--- src/design/ffesc_pkg.sv ---
// ============================================================================
// ffesc_pkg
// Shared types and constants for the FF escape decoder: item layouts,
// status codes, decoder phases and the command passed from front to back.
// ============================================================================
package ffesc_pkg;

    // Length of the plain run opened by a zero code byte
    localparam int unsigned RUN_LENGTH = 252;

    // Default depth of the command queue between front and back
    localparam int unsigned CMD_DEPTH_DEF = 4;

    // Byte values with special meaning
    localparam logic [7:0] BYTE_ESC     = 8'hFF;
    localparam logic [7:0] BYTE_BAD_FD  = 8'hFD;
    localparam logic [7:0] BYTE_BAD_FE  = 8'hFE;
    localparam logic [7:0] CODE_RUN     = 8'h00;
    localparam logic [7:0] CODE_DOUBLE  = 8'h01;

    // Result status codes
    typedef enum logic [2:0] {
        ST_OK    = 3'd0,
        ST_CODE  = 3'd1,
        ST_RUN   = 3'd2,
        ST_SPAN  = 3'd3,
        ST_TRUNC = 3'd4
    } status_t;

    // Decoder phase, one-hot
    typedef enum logic [4:0] {
        PH_PLAIN = 5'b00001,
        PH_CODE  = 5'b00010,
        PH_RUN   = 5'b00100,
        PH_SPAN  = 5'b01000,
        PH_DROP  = 5'b10000
    } phase_t;

    // One encoded input item
    typedef struct packed {
        logic [7:0] in_byte;
        logic       end_of_message;
    } in_item_t;

    // One decoded result item
    typedef struct packed {
        logic [7:0] out_byte;
        logic       has_byte;
        status_t    status;
        logic       last;
    } out_item_t;

    // Work for the back end: up to three results, emitted in field order
    typedef struct packed {
        logic       data_valid;
        logic [7:0] data_byte;
        logic       ins_ff;
        logic       end_valid;
        status_t    end_status;
    } cmd_t;

endpackage

--- src/design/ffesc_front.sv ---
// ============================================================================
// ffesc_front
// Accepts encoded items, tracks the escape phase and turns each item into a
// command naming the results it causes.
// ============================================================================
module ffesc_front
    import ffesc_pkg::*;
(
    input  logic     clk,
    input  logic     rst_n,
    input  logic     accept,
    input  in_item_t item,
    output logic     cmd_push,
    output cmd_t     cmd
);

    phase_t     phase_reg;
    phase_t     phase_next;
    logic [7:0] span_count_reg;
    logic [7:0] span_count_next;

    logic       err;
    status_t    err_status;
    logic [7:0] span_dec;
    logic [8:0] run_inc;

    assign span_dec = (span_count_reg != 8'd0) ? (span_count_reg - 8'd1) : 8'd0;
    assign run_inc  = {1'b0, span_count_reg} + 9'd1;

    // Classify the item against the current phase
    always_comb
    begin
        phase_next      = phase_reg;
        span_count_next = span_count_reg;
        err             = 1'b0;
        err_status      = ST_OK;
        cmd             = '0;
        cmd.data_byte   = item.in_byte;
        cmd.end_status  = ST_OK;

        unique case (phase_reg)
            PH_PLAIN:
            begin
                cmd.data_valid = 1'b1;
                if (item.in_byte == BYTE_ESC)
                begin
                    phase_next = PH_CODE;
                end
            end
            PH_CODE:
            begin
                if (item.in_byte == BYTE_BAD_FD || item.in_byte == BYTE_BAD_FE ||
                    item.in_byte == BYTE_ESC)
                begin
                    err        = 1'b1;
                    err_status = ST_CODE;
                end
                else if (item.in_byte == CODE_RUN)
                begin
                    span_count_next = 8'd0;
                    phase_next      = PH_RUN;
                end
                else if (item.in_byte == CODE_DOUBLE)
                begin
                    cmd.data_valid = 1'b1;
                    cmd.data_byte  = BYTE_ESC;
                    phase_next     = PH_PLAIN;
                end
                else
                begin
                    span_count_next = item.in_byte - 8'd1;
                    phase_next      = PH_SPAN;
                end
            end
            PH_RUN:
            begin
                if (item.in_byte == BYTE_ESC)
                begin
                    err        = 1'b1;
                    err_status = ST_RUN;
                end
                else
                begin
                    cmd.data_valid  = 1'b1;
                    span_count_next = run_inc[7:0];
                    if (run_inc >= 9'(RUN_LENGTH))
                    begin
                        span_count_next = 8'd0;
                        phase_next      = PH_PLAIN;
                    end
                end
            end
            PH_SPAN:
            begin
                if (item.in_byte == BYTE_ESC)
                begin
                    err        = 1'b1;
                    err_status = ST_SPAN;
                end
                else
                begin
                    cmd.data_valid  = 1'b1;
                    span_count_next = span_dec;
                    if (span_dec == 8'd0)
                    begin
                        cmd.ins_ff = 1'b1;
                        phase_next = PH_PLAIN;
                    end
                end
            end
            default:
            begin
                // Drop bytes until the end of the message
                if (item.end_of_message)
                begin
                    phase_next      = PH_PLAIN;
                    span_count_next = 8'd0;
                end
            end
        endcase

        if (err)
        begin
            cmd.end_valid   = 1'b1;
            cmd.end_status  = err_status;
            phase_next      = item.end_of_message ? PH_PLAIN : PH_DROP;
            span_count_next = 8'd0;
        end
        else if (item.end_of_message && phase_reg != PH_DROP &&
                 (phase_reg == PH_PLAIN || phase_reg == PH_CODE ||
                  phase_reg == PH_RUN || phase_reg == PH_SPAN))
        begin
            cmd.end_valid   = 1'b1;
            cmd.end_status  = (phase_next == PH_CODE || phase_next == PH_SPAN) ?
                              ST_TRUNC : ST_OK;
            phase_next      = PH_PLAIN;
            span_count_next = 8'd0;
        end
    end

    // Queue only items that cause at least one result
    assign cmd_push = accept && (cmd.data_valid || cmd.ins_ff || cmd.end_valid);

    // Advance phase on each accepted item
    always_ff @(posedge clk or negedge rst_n)
    begin
        if (!rst_n)
        begin
            phase_reg      <= PH_PLAIN;
            span_count_reg <= 8'd0;
        end
        else if (accept)
        begin
            phase_reg      <= phase_next;
            span_count_reg <= span_count_next;
        end
    end

endmodule

--- src/design/ffesc_cmd_fifo.sv ---
// ============================================================================
// ffesc_cmd_fifo
// Short command queue that lets the front and the back stall independently.
// ============================================================================
module ffesc_cmd_fifo
    import ffesc_pkg::*;
#(
    parameter int unsigned DEPTH = CMD_DEPTH_DEF
)
(
    input  logic clk,
    input  logic rst_n,
    input  logic wr_en,
    input  cmd_t wr_cmd,
    output logic full,
    input  logic rd_en,
    output cmd_t rd_cmd,
    output logic valid
);

    localparam int unsigned PTR_W = (DEPTH > 1) ? $clog2(DEPTH) : 1;
    localparam int unsigned CNT_W = $clog2(DEPTH + 1);
    localparam logic [PTR_W-1:0] PTR_LAST = PTR_W'(DEPTH - 1);
    localparam logic [CNT_W-1:0] CNT_FULL = CNT_W'(DEPTH);

    cmd_t             slots_reg [DEPTH];
    logic [PTR_W-1:0] wr_ptr_reg;
    logic [PTR_W-1:0] rd_ptr_reg;
    logic [CNT_W-1:0] count_reg;
    logic             do_wr;
    logic             do_rd;

    assign full   = (count_reg == CNT_FULL);
    assign valid  = (count_reg != '0);
    assign rd_cmd = slots_reg[rd_ptr_reg];
    assign do_wr  = wr_en && !full;
    assign do_rd  = rd_en && valid;

    // Store incoming commands
    always_ff @(posedge clk)
    begin
        if (do_wr)
        begin
            slots_reg[wr_ptr_reg] <= wr_cmd;
        end
    end

    // Advance pointers and occupancy
    always_ff @(posedge clk or negedge rst_n)
    begin
        if (!rst_n)
        begin
            wr_ptr_reg <= '0;
            rd_ptr_reg <= '0;
            count_reg  <= '0;
        end
        else
        begin
            if (do_wr)
            begin
                wr_ptr_reg <= (wr_ptr_reg == PTR_LAST) ? '0 : wr_ptr_reg + 1'b1;
            end
            if (do_rd)
            begin
                rd_ptr_reg <= (rd_ptr_reg == PTR_LAST) ? '0 : rd_ptr_reg + 1'b1;
            end
            if (do_wr && !do_rd)
            begin
                count_reg <= count_reg + 1'b1;
            end
            else if (do_rd && !do_wr)
            begin
                count_reg <= count_reg - 1'b1;
            end
        end
    end

endmodule

--- src/design/ffesc_back.sv ---
// ============================================================================
// ffesc_back
// Expands each command into its result items into a registered output
// stage, one per cycle unless a held result stalls the stage.
// ============================================================================
module ffesc_back
    import ffesc_pkg::*;
(
    input  logic      clk,
    input  logic      rst_n,
    input  logic      cmd_valid,
    input  cmd_t      cmd,
    output logic      cmd_pop,
    output logic      empty,
    input  logic      pop,
    output out_item_t result
);

    logic [2:0] done_reg;
    logic [2:0] pend;
    logic [2:0] pick;
    logic       load;
    out_item_t  sel_item;
    out_item_t  out_item_reg;
    logic       out_valid_reg;

    // Results still owed by the head command: data, inserted FF, end status
    assign pend = {cmd.end_valid & ~done_reg[2],
                   cmd.ins_ff    & ~done_reg[1],
                   cmd.data_valid & ~done_reg[0]} & {3{cmd_valid}};

    // Oldest owed result first
    always_comb
    begin
        pick     = 3'b000;
        sel_item = '0;
        if (pend[0])
        begin
            pick              = 3'b001;
            sel_item.out_byte = cmd.data_byte;
            sel_item.has_byte = 1'b1;
            sel_item.status   = ST_OK;
        end
        else if (pend[1])
        begin
            pick              = 3'b010;
            sel_item.out_byte = BYTE_ESC;
            sel_item.has_byte = 1'b1;
            sel_item.status   = ST_OK;
        end
        else if (pend[2])
        begin
            pick              = 3'b100;
            sel_item.status   = cmd.end_status;
            sel_item.last     = 1'b1;
        end
        else
        begin
            sel_item.status   = ST_OK;
        end
    end

    assign load    = (pend != 3'b000) && (!out_valid_reg || pop);
    assign cmd_pop = load && ((pend & ~pick) == 3'b000);
    assign empty   = !out_valid_reg;
    assign result  = out_item_reg;

    // Track which results of the head command are already out
    always_ff @(posedge clk or negedge rst_n)
    begin
        if (!rst_n)
        begin
            done_reg      <= 3'b000;
            out_valid_reg <= 1'b0;
        end
        else
        begin
            if (cmd_pop)
            begin
                done_reg <= 3'b000;
            end
            else if (load)
            begin
                done_reg <= done_reg | pick;
            end

            if (load)
            begin
                out_valid_reg <= 1'b1;
            end
            else if (pop)
            begin
                out_valid_reg <= 1'b0;
            end
        end
    end

    // Hold the result until it is taken
    always_ff @(posedge clk)
    begin
        if (load)
        begin
            out_item_reg <= sel_item;
        end
    end

endmodule

--- src/design/ff_escape_decoder_core.sv ---
// ============================================================================
// ff_escape_decoder_core
// FF escape decoder: decodes an escaped byte stream into plain bytes with a
// closing status item per message.
// ============================================================================
//
//   Channel   Direction  Handshake          Payload
//   input     in         push / full        item   (in_item_t)
//   result    out        pop / empty        result (out_item_t)
//
// One encoded item is accepted per cycle while full is low; each causes zero
// to three results, which leave one per cycle through the output register
// unless a held result stalls it, so the result side bounds throughput. The
// front classifies an item in the cycle it is accepted and queues its command
// at that edge; results then pass through the queue and the output register.
// full rises while the command queue holds CMD_DEPTH entries. Reset clears
// the phase, the queue and the output stage; no clearing pass is needed.
//
module ff_escape_decoder_core
    import ffesc_pkg::*;
#(
    parameter int unsigned CMD_DEPTH = CMD_DEPTH_DEF
)
(
    input  logic      clk,
    input  logic      rst_n,
    input  logic      push,
    output logic      full,
    input  in_item_t  item,
    output logic      empty,
    input  logic      pop,
    output out_item_t result
);

    logic accept;
    logic cmd_push;
    cmd_t front_cmd;
    cmd_t head_cmd;
    logic head_valid;
    logic head_pop;

    assign accept = push && !full;

    // Classify items
    ffesc_front u_front (
        .clk      (clk),
        .rst_n    (rst_n),
        .accept   (accept),
        .item     (item),
        .cmd_push (cmd_push),
        .cmd      (front_cmd)
    );

    // Decouple front from back
    ffesc_cmd_fifo #(
        .DEPTH (CMD_DEPTH)
    ) u_cmd_fifo (
        .clk    (clk),
        .rst_n  (rst_n),
        .wr_en  (cmd_push),
        .wr_cmd (front_cmd),
        .full   (full),
        .rd_en  (head_pop),
        .rd_cmd (head_cmd),
        .valid  (head_valid)
    );

    // Emit results
    ffesc_back u_back (
        .clk       (clk),
        .rst_n     (rst_n),
        .cmd_valid (head_valid),
        .cmd       (head_cmd),
        .cmd_pop   (head_pop),
        .empty     (empty),
        .pop       (pop),
        .result    (result)
    );

endmodule

--- config.mk ---
export PLATFORM = sky130hd
export DESIGN_NAME = ff_escape_decoder_core
export DESIGN_NICKNAME = d
export VERILOG_FILES = /design/src/design/ffesc_pkg.sv /design/src/design/ffesc_front.sv /design/src/design/ffesc_cmd_fifo.sv /design/src/design/ffesc_back.sv /design/src/design/ff_escape_decoder_core.sv
export SDC_FILE = /design/constraint.sdc
export NUM_CORES = 1
export LEC_CHECK = 0
export BUFFER_PORTS_ARGS = -buffer_cell sky130_fd_sc_hd__buf_2
export CAP_MARGIN = 20
export CORE_MARGIN = 10
export CORE_UTILIZATION = 57
export CTS_BUF_LIST = sky130_fd_sc_hd__clkbuf_2 sky130_fd_sc_hd__clkbuf_4 sky130_fd_sc_hd__clkbuf_8
export CTS_CLUSTER_DIAMETER = 150
export DETAILED_ROUTE_END_ITERATION = 8
export HOLD_SLACK_MARGIN = 0.02
export PLACE_DENSITY = 0.78
export SKIP_CTS_REPAIR_TIMING = 1
export SLEW_MARGIN = 25
export SYNTH_ARGS = -nofsm -noshare
export SYNTH_HDL_FRONTEND = slang
export SYNTH_SLANG_ARGS = --single-unit
--- constraint.sdc ---
create_clock -name clk -period 2.7 [get_ports clk]
set_input_delay 0.27 -clock clk [delete_from_list [all_inputs] [get_ports clk]]
set_output_delay 0.27 -clock clk [all_outputs]
set_load 0.02 [all_outputs]
# Word-level counts from Yosys, hierarchy flattened
# Memory sizes are Yosys's and may differ from the RTL's.
# Cells that the tools add are included.
[op_classes]
addsub = 7
n_mul = 0
div_mod_pow = 0
magnitude_cmp = 1
eq_ne = 19
shift = 0
mux = 61
bitwise = 11
reduce_logical = 37
[ops]
columns = ["operator", "n"]
rows = [
  ["2-to-1 mux 8 bit", 11],
  ["2-to-1 mux 5 bit", 10],
  ["2-to-1 mux 9 bit", 4],
  ["one-hot mux 8 bit (4 select lines)", 1],
  ["2-to-1 mux 3 bit", 10],
  ["equality test 8 bit, second input constant", 3],
  ["one-hot mux 5 bit (4 select lines)", 1],
  ["logical NOT 8 bit", 2],
  ["2-to-1 mux 4 bit", 4],
  ["subtractor 8 x 1 -> 8 bit, second input constant", 2],
  ["2-to-1 mux 1 bit", 12],
  ["2-to-1 mux 12 bit", 1],
  ["!= test 4 x 3 -> 1 bit, second input constant", 3],
  ["equality test 5 x 2 -> 1 bit, second input constant", 2],
  ["equality test 5 x 4 -> 1 bit, second input constant", 2],
  ["logical AND 1 bit", 10],
  ["adder 8 x 1 -> 9 bit, second input constant", 1],
  ["greater-or-equal comparator 9 x 8 -> 1 bit, second input constant", 1],
  ["logical OR 1 bit", 9],
  ["one-hot mux 3 bit (3 select lines)", 1],
  ["equality test 8 x 1 -> 1 bit, second input constant", 1],
  ["2-to-1 mux 2 bit", 4],
  ["nonzero test 8 bit", 1],
  ["AND reduction 7 bit", 1],
  ["24 further kinds", 39],
]
[totals]
reg_bits = 37
latch_bits = 0
ramBits = 56
rom_bits = 0
inputBits = 13
output_inout_bits = 15
word_cells = 148
mem_count = 1
[mem_list]
columns = ["memory", "depth", "word_bits", "rd", "rd_ports_with_merged_regs", "wr", "line", "rtl"]
rows = [
  ["u_cmd_fifo.slots_reg", 4, 14, 1, 0, 1, "ffesc_cmd_fifo.sv:26", "cmd_t slots_reg [DEPTH];"],
]

# Longest topological paths before layout
# Gate-level depths: netlist of run 1.
[logic_depth]
depth_word = 18
ltp_mapped = 12
mapped_depth_nobuf = 12

# Cells and area by module
# Synthesis of run 1 repeated with hierarchy kept, for this count alone.
[unflattened]
cells_unflattened = 389
hier_area_um2 = 4987.3
[modules_own_cells]
columns = ["mod", "n_inst", "cells_per_inst", "area_each_um2", "seq_area_each_um2"]
rows = [
  ["ffesc_cmd_fifo", 1, 110, 2514.9, 1856.8],
  ["ffesc_front", 1, 218, 1662.8, 326.6],
  ["ffesc_back", 1, 60, 795.8, 490.5],
  ["ff_escape_decoder_core", 1, 1, 13.8, 0.0],
]

# Least setup slack after synthesis of run 1
# OpenSTA, ideal clock, no wires.
[synth_timing]
kind = "flip-flop to flip-flop"
from = "register u_cmd_fifo.rd_ptr_reg[0]"
to = "register u_cmd_fifo.count_reg[2]"
setup_ns = 0.079
t_arrival_ns = 2.607
required_time_ns = 2.621
slack_ns = 0.014
stages_incl_launch_ff = 13
path_buffers = 1
synth_period_minus_slack_ns = 2.686
path_cell_list = "dfrtp_1 -> buf_6 -> mux4_2 -> a22oi_2 -> xor2_1 -> nor3_4 -> inv_1 -> ha_1 -> inv_1 -> fa_1 -> xor2_1 -> nor2_1 -> xor2_1"
[synth_via]
elab_chain_cells = 14
word_cells_on_any_way = 20
classes_between = "mux: 4; bitwise: 6; reduce/logical: 9; memory: 1"
[synth_rtl]
columns = ["element", "line", "rtl"]
rows = [
  ["from (decl)", "ffesc_cmd_fifo.sv:28", "logic [PTR_W-1:0] rd_ptr_reg;"],
  ["from (signal assigned)", "ffesc_cmd_fifo.sv:65", "rd_ptr_reg <= (rd_ptr_reg == PTR_LAST) ? '0 : rd_ptr_reg + 1'b1;"],
  ["memory (4 x 14 bit) (*)", "--", ""],
  ["AND 1 bit", "ffesc_back.sv:28", "assign pend = {cmd.end_valid & ~done_reg[2],"],
  ["AND 3 bit (*)", "ffesc_back.sv:30", "cmd.data_valid & ~done_reg[0]} & {3{cmd_valid}};"],
  ["2-to-1 mux 3 bit", "ffesc_back.sv:51", "else if (pend[2])"],
  ["2-to-1 mux 3 bit", "ffesc_back.sv:44", "else if (pend[1])"],
  ["2-to-1 mux 3 bit", "ffesc_back.sv:37", "if (pend[0])"],
  ["inverter 3 bit", "ffesc_back.sv:64", "assign cmd_pop = load && ((pend & ~pick) == 3'b000);"],
  ["AND 3 bit", "ffesc_back.sv:64", ""],
  ["logical NOT 3 bit", "ffesc_back.sv:64", ""],
  ["logical AND 1 bit (*)", "ffesc_back.sv:64", ""],
  ["logical AND 1 bit (*)", "ffesc_cmd_fifo.sv:37", "assign do_rd = rd_en && valid;"],
  ["logical NOT 1 bit", "ffesc_cmd_fifo.sv:67", "if (do_wr && !do_rd)"],
  ["logical AND 1 bit", "ffesc_cmd_fifo.sv:67", ""],
  ["2-to-1 mux 3 bit or nonzero test 2 bit (tied branches)", "--", ""],
  ["to (signal assigned)", "ffesc_cmd_fifo.sv:69", "count_reg <= count_reg + 1'b1;"],
  ["to (signal assigned)", "ffesc_cmd_fifo.sv:73", "count_reg <= count_reg - 1'b1;"],
  ["to (decl)", "ffesc_cmd_fifo.sv:29", "logic [CNT_W-1:0] count_reg;"],
]
# Mark *: on every way between the ends. The rest lies on a longest branch, timed or not.
# A chain may end at the register's enable or synchronous reset.

# Worst setup path after layout of run 1
# Ends and elaborated chain as after synthesis.

==> results.json, run 1 <==
{
  "syn-cell-area_mm2": 0.00495,
  "diodes": 0,
  "rows": 33,
  "grt.total_usage_pct": 16.6,
  "first_pass_iters": 5,
  "dr_wl_met2_um": 5610,
  "vias": 3418,
  "cts.sinks": 93,
  "final_area_mm2": 0.00567,
  "cts-buffers-inserted": 9,
  "placed_cells": 547,
  "slew_violations": 0,
  "vdd_drop_max_mv": 0.425,
  "io_pins": 28,
  "yosysSeqAreaShare_pct": 54.0,
  "area_growth_syn_to_layout_pct": 14.7,
  "synth_top_area_share_pct": 41.9,
  "violations": "setup timing",
  "yosysWarnings": 0,
  "finalSetupViolCount": 1,
  "die_area_mm2": 0.0128,
  "total_leakage_power_uw": 0.00218,
  "cts_max_level": 3,
  "layout-drive-gt1-share_pct": 29.6,
  "first_global_vias": 3528,
  "worstPathArrival_ns": 2.99,
  "max-slew-margin-rel_pct": 31.1,
  "period_share_pct": 100,
  "routedWlPerCell_um": 18.7,
  "nets": 483,
  "async_reset_ff_share_pct": 25.8,
  "path_class": "reg2reg",
  "synth_fp_nets": 426,
  "fmax_mhz": 369,
  "die_width_um": 113,
  "clkTransAtPathRegs_ns": 0.10,
  "post-place-ws_ns": -0.0944,
  "worst_pin_slew_ns": 1.03,
  "syn_area_per_cell_um2": 12.4,
  "crit_path_start_kind": "flip-flop",
  "synth_largest_area_cell": "edfxtp_1",
  "synth_ff_type": "edfxtp_1",
  "syn_inst": 398,
  "ys_ff_latch": 93,
  "die_h_um": 113,
  "post-route-drc-count": 0,
  "met1_length_um": 4270,
  "largest_register_ffs": 56,
  "dp_hpwl_um": 7730,
  "drt_first_iter_violations": 280,
  "start_util_pct": 59.3,
  "grt_overflow_total": 0,
  "synth_edf_count": 69,
  "hold_path_class": "in2reg",
  "tns_ns": -0.00821,
  "period_minus_slack_ns": 2.71,
  "final_cells": 565,
  "highest-signal-layer": "met4",
  "vias_per_cell": 6.05,
  "critical_path.endpoint_type": "flip-flop",
  "crit_required_ns": 2.98,
  "final_antenna_net_count": 0,
  "p_total_uw": 5360,
  "coreArea_mm2": 0.00834,
  "synth_common_cells": "edfxtp_1 (69), nand2_1 (33), nand3_1 (25)",
  "routed_wl_um": 10600,
  "cap_violations": 0,
  "cts_root_buf": "clkbuf_8",
  "clock_path_buffers": 2,
  "synth_most_common_cell": "edfxtp_1",
  "clk_latency_ns": 0.36,
  "tritoncts": "yes",
  "dpl_cell_area_mm2": 0.00540,
  "synthTopCellsByArea": "edfxtp_1 (42%), dfrtp_1 (12%), mux4_2 (6.4%)",
  "synth_cell_type_count": 61,
  "grt_max_degree": 25,
  "gp_congestion": 0.926,
  "pwr_density_cell_mw_per_mm2": 944,
  "met3_length_um": 539,
  "setup_slack_ns": -0.00821,
  "antenna_found_initial": 0,
  "path_max_fanout": 5,
  "skew_ns": 0.00801,
  "grt_pass1_wl_um": 17400,
  "hold_viol": 0,
  "rsz0062_at_grt": "true",
  "placement.io_buffers": 27,
  "status": "finished, violations left"
}
[kinds of logic after synthesis]
family	after synthesis	share of synthesized area (%)
compound gates	70	11.1
xor+xnor	11	1.95
fa+ha+maj	15	3.95
buf+inv	37	3.46
flops	93	54.0
mux	20	7.71
simple gates	152	17.8
[critical path, stage by stage (launching register included)]
cell and delay, ns:
dfrtp_2 0.44, mux4_2 0.55, a22oi_2 0.27, xor2_2 0.21, nor3_4 0.07, inv_2 0.09
ha_4 0.14, inv_2 0.03, fa_2 0.32, xor2_1 0.16, nor2_1 0.15, xor2_1 0.20
[per-layer routing]
metal	track usage, %	vias up
li1	-	1618
met1	18.8	1683
met2	30.2	103
met3	4.33	14
met4	4.57	0
met5	0	-
[stage by stage]
stage	hold WS, ns	util [%]
6_report	0.117	68.0
3_5_place_dp	0.316	64.8
2_1_floorplan	-0.0256	-
5_1_grt	0.118	68.0
4_1_cts	-0.0857	67.3
3_3_place_gp	0.324	64.8
[final timing paths]
kind	from	to	slack, ns	cells past startpoint
worst max-delay path	u_cmd_fifo.rd_ptr_reg[0]	u_cmd_fifo.count_reg[2]	-0.008	11
worst min-delay path	item[0]	u_front.phase_reg[4]	0.12	2
worst max register to register	u_cmd_fifo.rd_ptr_reg[0]	u_cmd_fifo.count_reg[2]	-0.008	11
worst min register to register	u_cmd_fifo.count_reg[2]	u_cmd_fifo.count_reg[2]	0.57	1
max in group asynchronous	rst_n	u_cmd_fifo.rd_ptr_reg[0]	1.83	2
min in group asynchronous	rst_n	u_back.done_reg[0]	0.44	2
[final cells by class]
type,instances,area [um2]
Multi-Input combinational cell,268,2140
Clock inverter,7,82.6
Tap cell,105,131
Sequential cell,93,2680
Fill cell,592,2670
Timing Repair Buffer,61,434
Clock buffer,9,124
Inverter,22,82.6
[power by group]
part	total, uW	switching, uW	leakage [uW]	internal [uW]
Combinational	2190	1190	0.00112	1010
Sequential	2190	174	0.000951	2010
Clock	975	531	0.000104	444
Total	5360	1890	0.00218	3470
[layout by cell type, fill, tap and decap left out, types with 4 or more instances in the layout]
master / synthesis / routed
nand3_1: 25 / 25
nand3b_1: 5 / 5
nor2_1: 17 / 17
xnor2_1: 4 / 4
nand2_1: 33 / 33
or3_1: 6 / 6
edfxtp_1: 69 / 69
buf_4: 1 / 29
o21ai_0: 13 / 13
inv_1: 22 / 20
ha_1: 14 / 13
o211ai_1: 7 / 7
nor3b_1: 5 / 5
mux4_2: 14 / 14
and2_1: 10 / 10
dfrtp_1: 23 / 22
a21oi_1: 17 / 17
nor2b_1: 5 / 4
nor3_4: 3 / 4
clkbuf_8: 0 / 9
a32oi_1: 4 / 4
o221ai_1: 4 / 4
xor2_1: 7 / 6
mux2_2: 5 / 5
o22ai_1: 6 / 6
nor3_1: 6 / 6
buf_2: 3 / 27
nand4_1: 4 / 4
or2_2: 9 / 9
Note: power is estimated with default switching activity, not from simulation.
==> inputs of run 2 (changes only) <==
Settings changed: ABC_AREA set to 1.
==> run 2 against run 1 <==
Against the previous run:
- the run now ends clean
- largest cell class unchanged
- clock power down 7.7%
- clock skew increased by 0.0082 ns
- critical path depth grew 5
- critical path type unchanged
- die area grew 0.99%
- sequential power barely moved
- hold slack improved by 0.091 ns
==> results.json, run 2 <==
{
  "status": "finished clean",
  "synth_cell_type_count": 48,
  "skew_ns": 0.0162,
  "antenna_found_initial": 0,
  "setup_slack_ns": 0.113,
  "hold_viol": 0,
  "first_global_vias": 3786,
  "grt_pass1_wl_um": 18000,
  "routed_wl_um": 11100,
  "die_h_um": 114,
  "first_pass_iters": 5,
  "synth_largest_area_cell": "edfxtp_1",
  "synth_top_family_by_area": "simple AND/OR/NAND/NOR gates",
  "period_share_pct": 95.8,
  "power_switching_uw": 2620,
  "clock_path_buffers": 2,
  "reg2regPathDepth": 16,
  "vias": 3804,
  "pwr-share-comb_pct": 48.9,
  "cpPeakStageDelay_ns": 0.59,
  "coreArea_mm2": 0.00864,
  "tritoncts": "yes",
  "layout-drive-gt1-share_pct": 19.4,
  "seqPwrFrac_pct": 36.2,
  "finalSetupViolCount": 0,
  "grt.total_usage_pct": 17.2,
  "clkTransAtPathRegs_ns": 0.10,
  "placement.io_buffers": 27,
  "clock_power_share_pct": 14.8,
  "fmax_mhz": 387,
  "area_growth_syn_to_layout_pct": 12.2,
  "final_antenna_net_count": 0,
  "yosysSeqAreaShare_pct": 53.4,
  "largest_register_ffs": 56,
  "synth_mux_area_share_pct": 0,
  "clk_latency_ns": 0.37,
  "crit_path_start_kind": "flip-flop",
  "synth_edf_count": 69,
  "crit_required_ns": 2.96,
  "synthTopCellsByArea": "edfxtp_1 (41%), dfrtp_1 (11%), nand2_1 (9.6%)",
  "worstPathArrival_ns": 2.85,
  "cts_root_buf": "clkbuf_8",
  "synth_top_area_share_pct": 41.4,
  "synth_compound_area_share_pct": 10.9,
  "drt_first_iter_violations": 279,
  "synth_most_common_cell": "nand2_1",
  "cts.sinks": 93,
  "cts-buffers-inserted": 9,
  "syn_inst": 542,
  "grt_overflow_total": 0,
  "path_max_fanout": 6,
  "hold_ws_ns": 0.208,
  "p_total_uw": 6080,
  "dp_hpwl_um": 8240,
  "rows": 34,
  "p_sw_share_pct": 43.2,
  "post-route-drc-count": 0,
  "cts_max_level": 3,
  "p_int_uw": 3450,
  "cap_violations": 0,
  "io_pins": 28,
  "post-place-ws_ns": -0.0184,
  "ys_ff_latch": 93,
  "crit_path_cell_trace": "nor2_4, nand4_4, inv_4, nor2_8, nand3_4, nand2_2, inv_2, nor2_8, nand3_4, nand2_4, inv_4, ha_1, inv_2, fa_2, nor2_1, a21oi_1",
  "worst_pin_slew_ns": 0.619,
  "pwr_density_cell_mw_per_mm2": 1080,
  "synth_fp_nets": 570,
  "path_class": "reg2reg",
  "synth_xor_area_share_pct": 0.700,
  "critical_path.endpoint_type": "flip-flop",
  "grt_max_degree": 25,
  "final_common_cell": "nand2_1",
  "synth_common_cells": "nand2_1 (128), edfxtp_1 (69), nor2_1 (64)",
  "die_area_mm2": 0.0129,
  "synth_ff_type": "edfxtp_1",
  "hold_depth": 3,
  "hold_path_class": "in2reg",
  "vdd_drop_max_mv": 0.414,
  "yosysWarnings": 0,
  "nets": 620,
  "die_width_um": 114,
  "vias_per_cell": 5.40,
  "syn_area_per_cell_um2": 9.24,
  "diodes": 0,
  "crit_slowest_cell": "dfstp_2",
  "syn-cell-area_mm2": 0.00501,
  "max-slew-margin-rel_pct": 58.7,
  "yosys.area_share.adder_pct": 3.90,
  "yosys.area_share.simple_pct": 24.5,
  "mostFrequentLayoutCells": "nand2_1 (128), edfxtp_1 (69), nor2_1 (63)",
  "slew_violations": 0,
  "async_reset_ff_share_pct": 25.8,
  "total_leakage_power_uw": 0.00253,
  "routedWlPerCell_um": 15.8,
  "period_minus_slack_ns": 2.59,
  "start_util_pct": 58.0,
  "gp_congestion": 0.913
}
[run 2: stage by stage]
step                cell area [um2]  utilization, %  TNS, ns  std cells
CTS                            5550            64.2  -0.0180        700
detailed placement             5360            62.0  -0.0184        684
global placement               5360            62.0        0        684
floorplan                      5010               -        0        542
global route                   5620            65.1  -0.0322        705
finish                         5620            65.1        0        705
[run 2: worst paths after layout]
kind,from,end,slack [ns]
max in group asynchronous,rst_n,u_front.phase_reg[1],1.81
setup reg to reg,u_front.phase_reg[0],u_cmd_fifo.count_reg[1],0.11
hold reg to reg,u_front.phase_reg[0],u_front.phase_reg[0],0.52
hold / removal,pop,u_back.out_valid_reg,0.21
setup / recovery,u_front.phase_reg[0],u_cmd_fifo.count_reg[1],0.11
min in group asynchronous,rst_n,u_back.out_valid_reg,0.44
[run 2: critical path, delay by kind of cell, from the launching register on]
kind            cells  cell delay [ns]
compound gates      1             0.05
fa+ha+maj           2             0.62
buf+inv             4             0.28
flops               1             0.59
simple gates        9             0.94
[run 2: layout make-up]
class	count	area [um2]
tap	108	135
multi-input combinational	368	2030
clock buffer	9	124
timing repair buffer	52	329
clock inverter	7	66.3
sequential	93	2680
inverter	68	263
fill	724	3020
[run 2: power groups by stage]
stage,registers (uW),logic (uW),clock network [uW]
6_report,2200,2970,900
5_1_grt,2230,3330,989
4_1_cts,2190,2890,929
3_5_place_dp,2220,2870,0
3_3_place_gp,2210,2780,0
2_1_floorplan,2330,1970,0
[run 2: cells by family after synthesis]
| logic type | count (synthesis) |
|---|---|
| buffers and inverters | 81 |
| AOI/OAI and AO/OA | 90 |
| adders and majority gates | 15 |
| DFF | 93 |
| and+or+nand+nor | 259 |
| xor gates and xnor gates | 4 |
[run 2: routing by layer]
layer | share of wire (%) | routed length [um] | vias up | track usage, %
met5 | 0 | 0 | - | 0
met4 | 0.78 | 87 | 0 | 5.67
met3 | 4.8 | 539 | 8 | 3.88
met2 | 52 | 5750 | 74 | 30.1
met1 | 43 | 4760 | 1806 | 20.3
li1 | - | - | 1916 | -
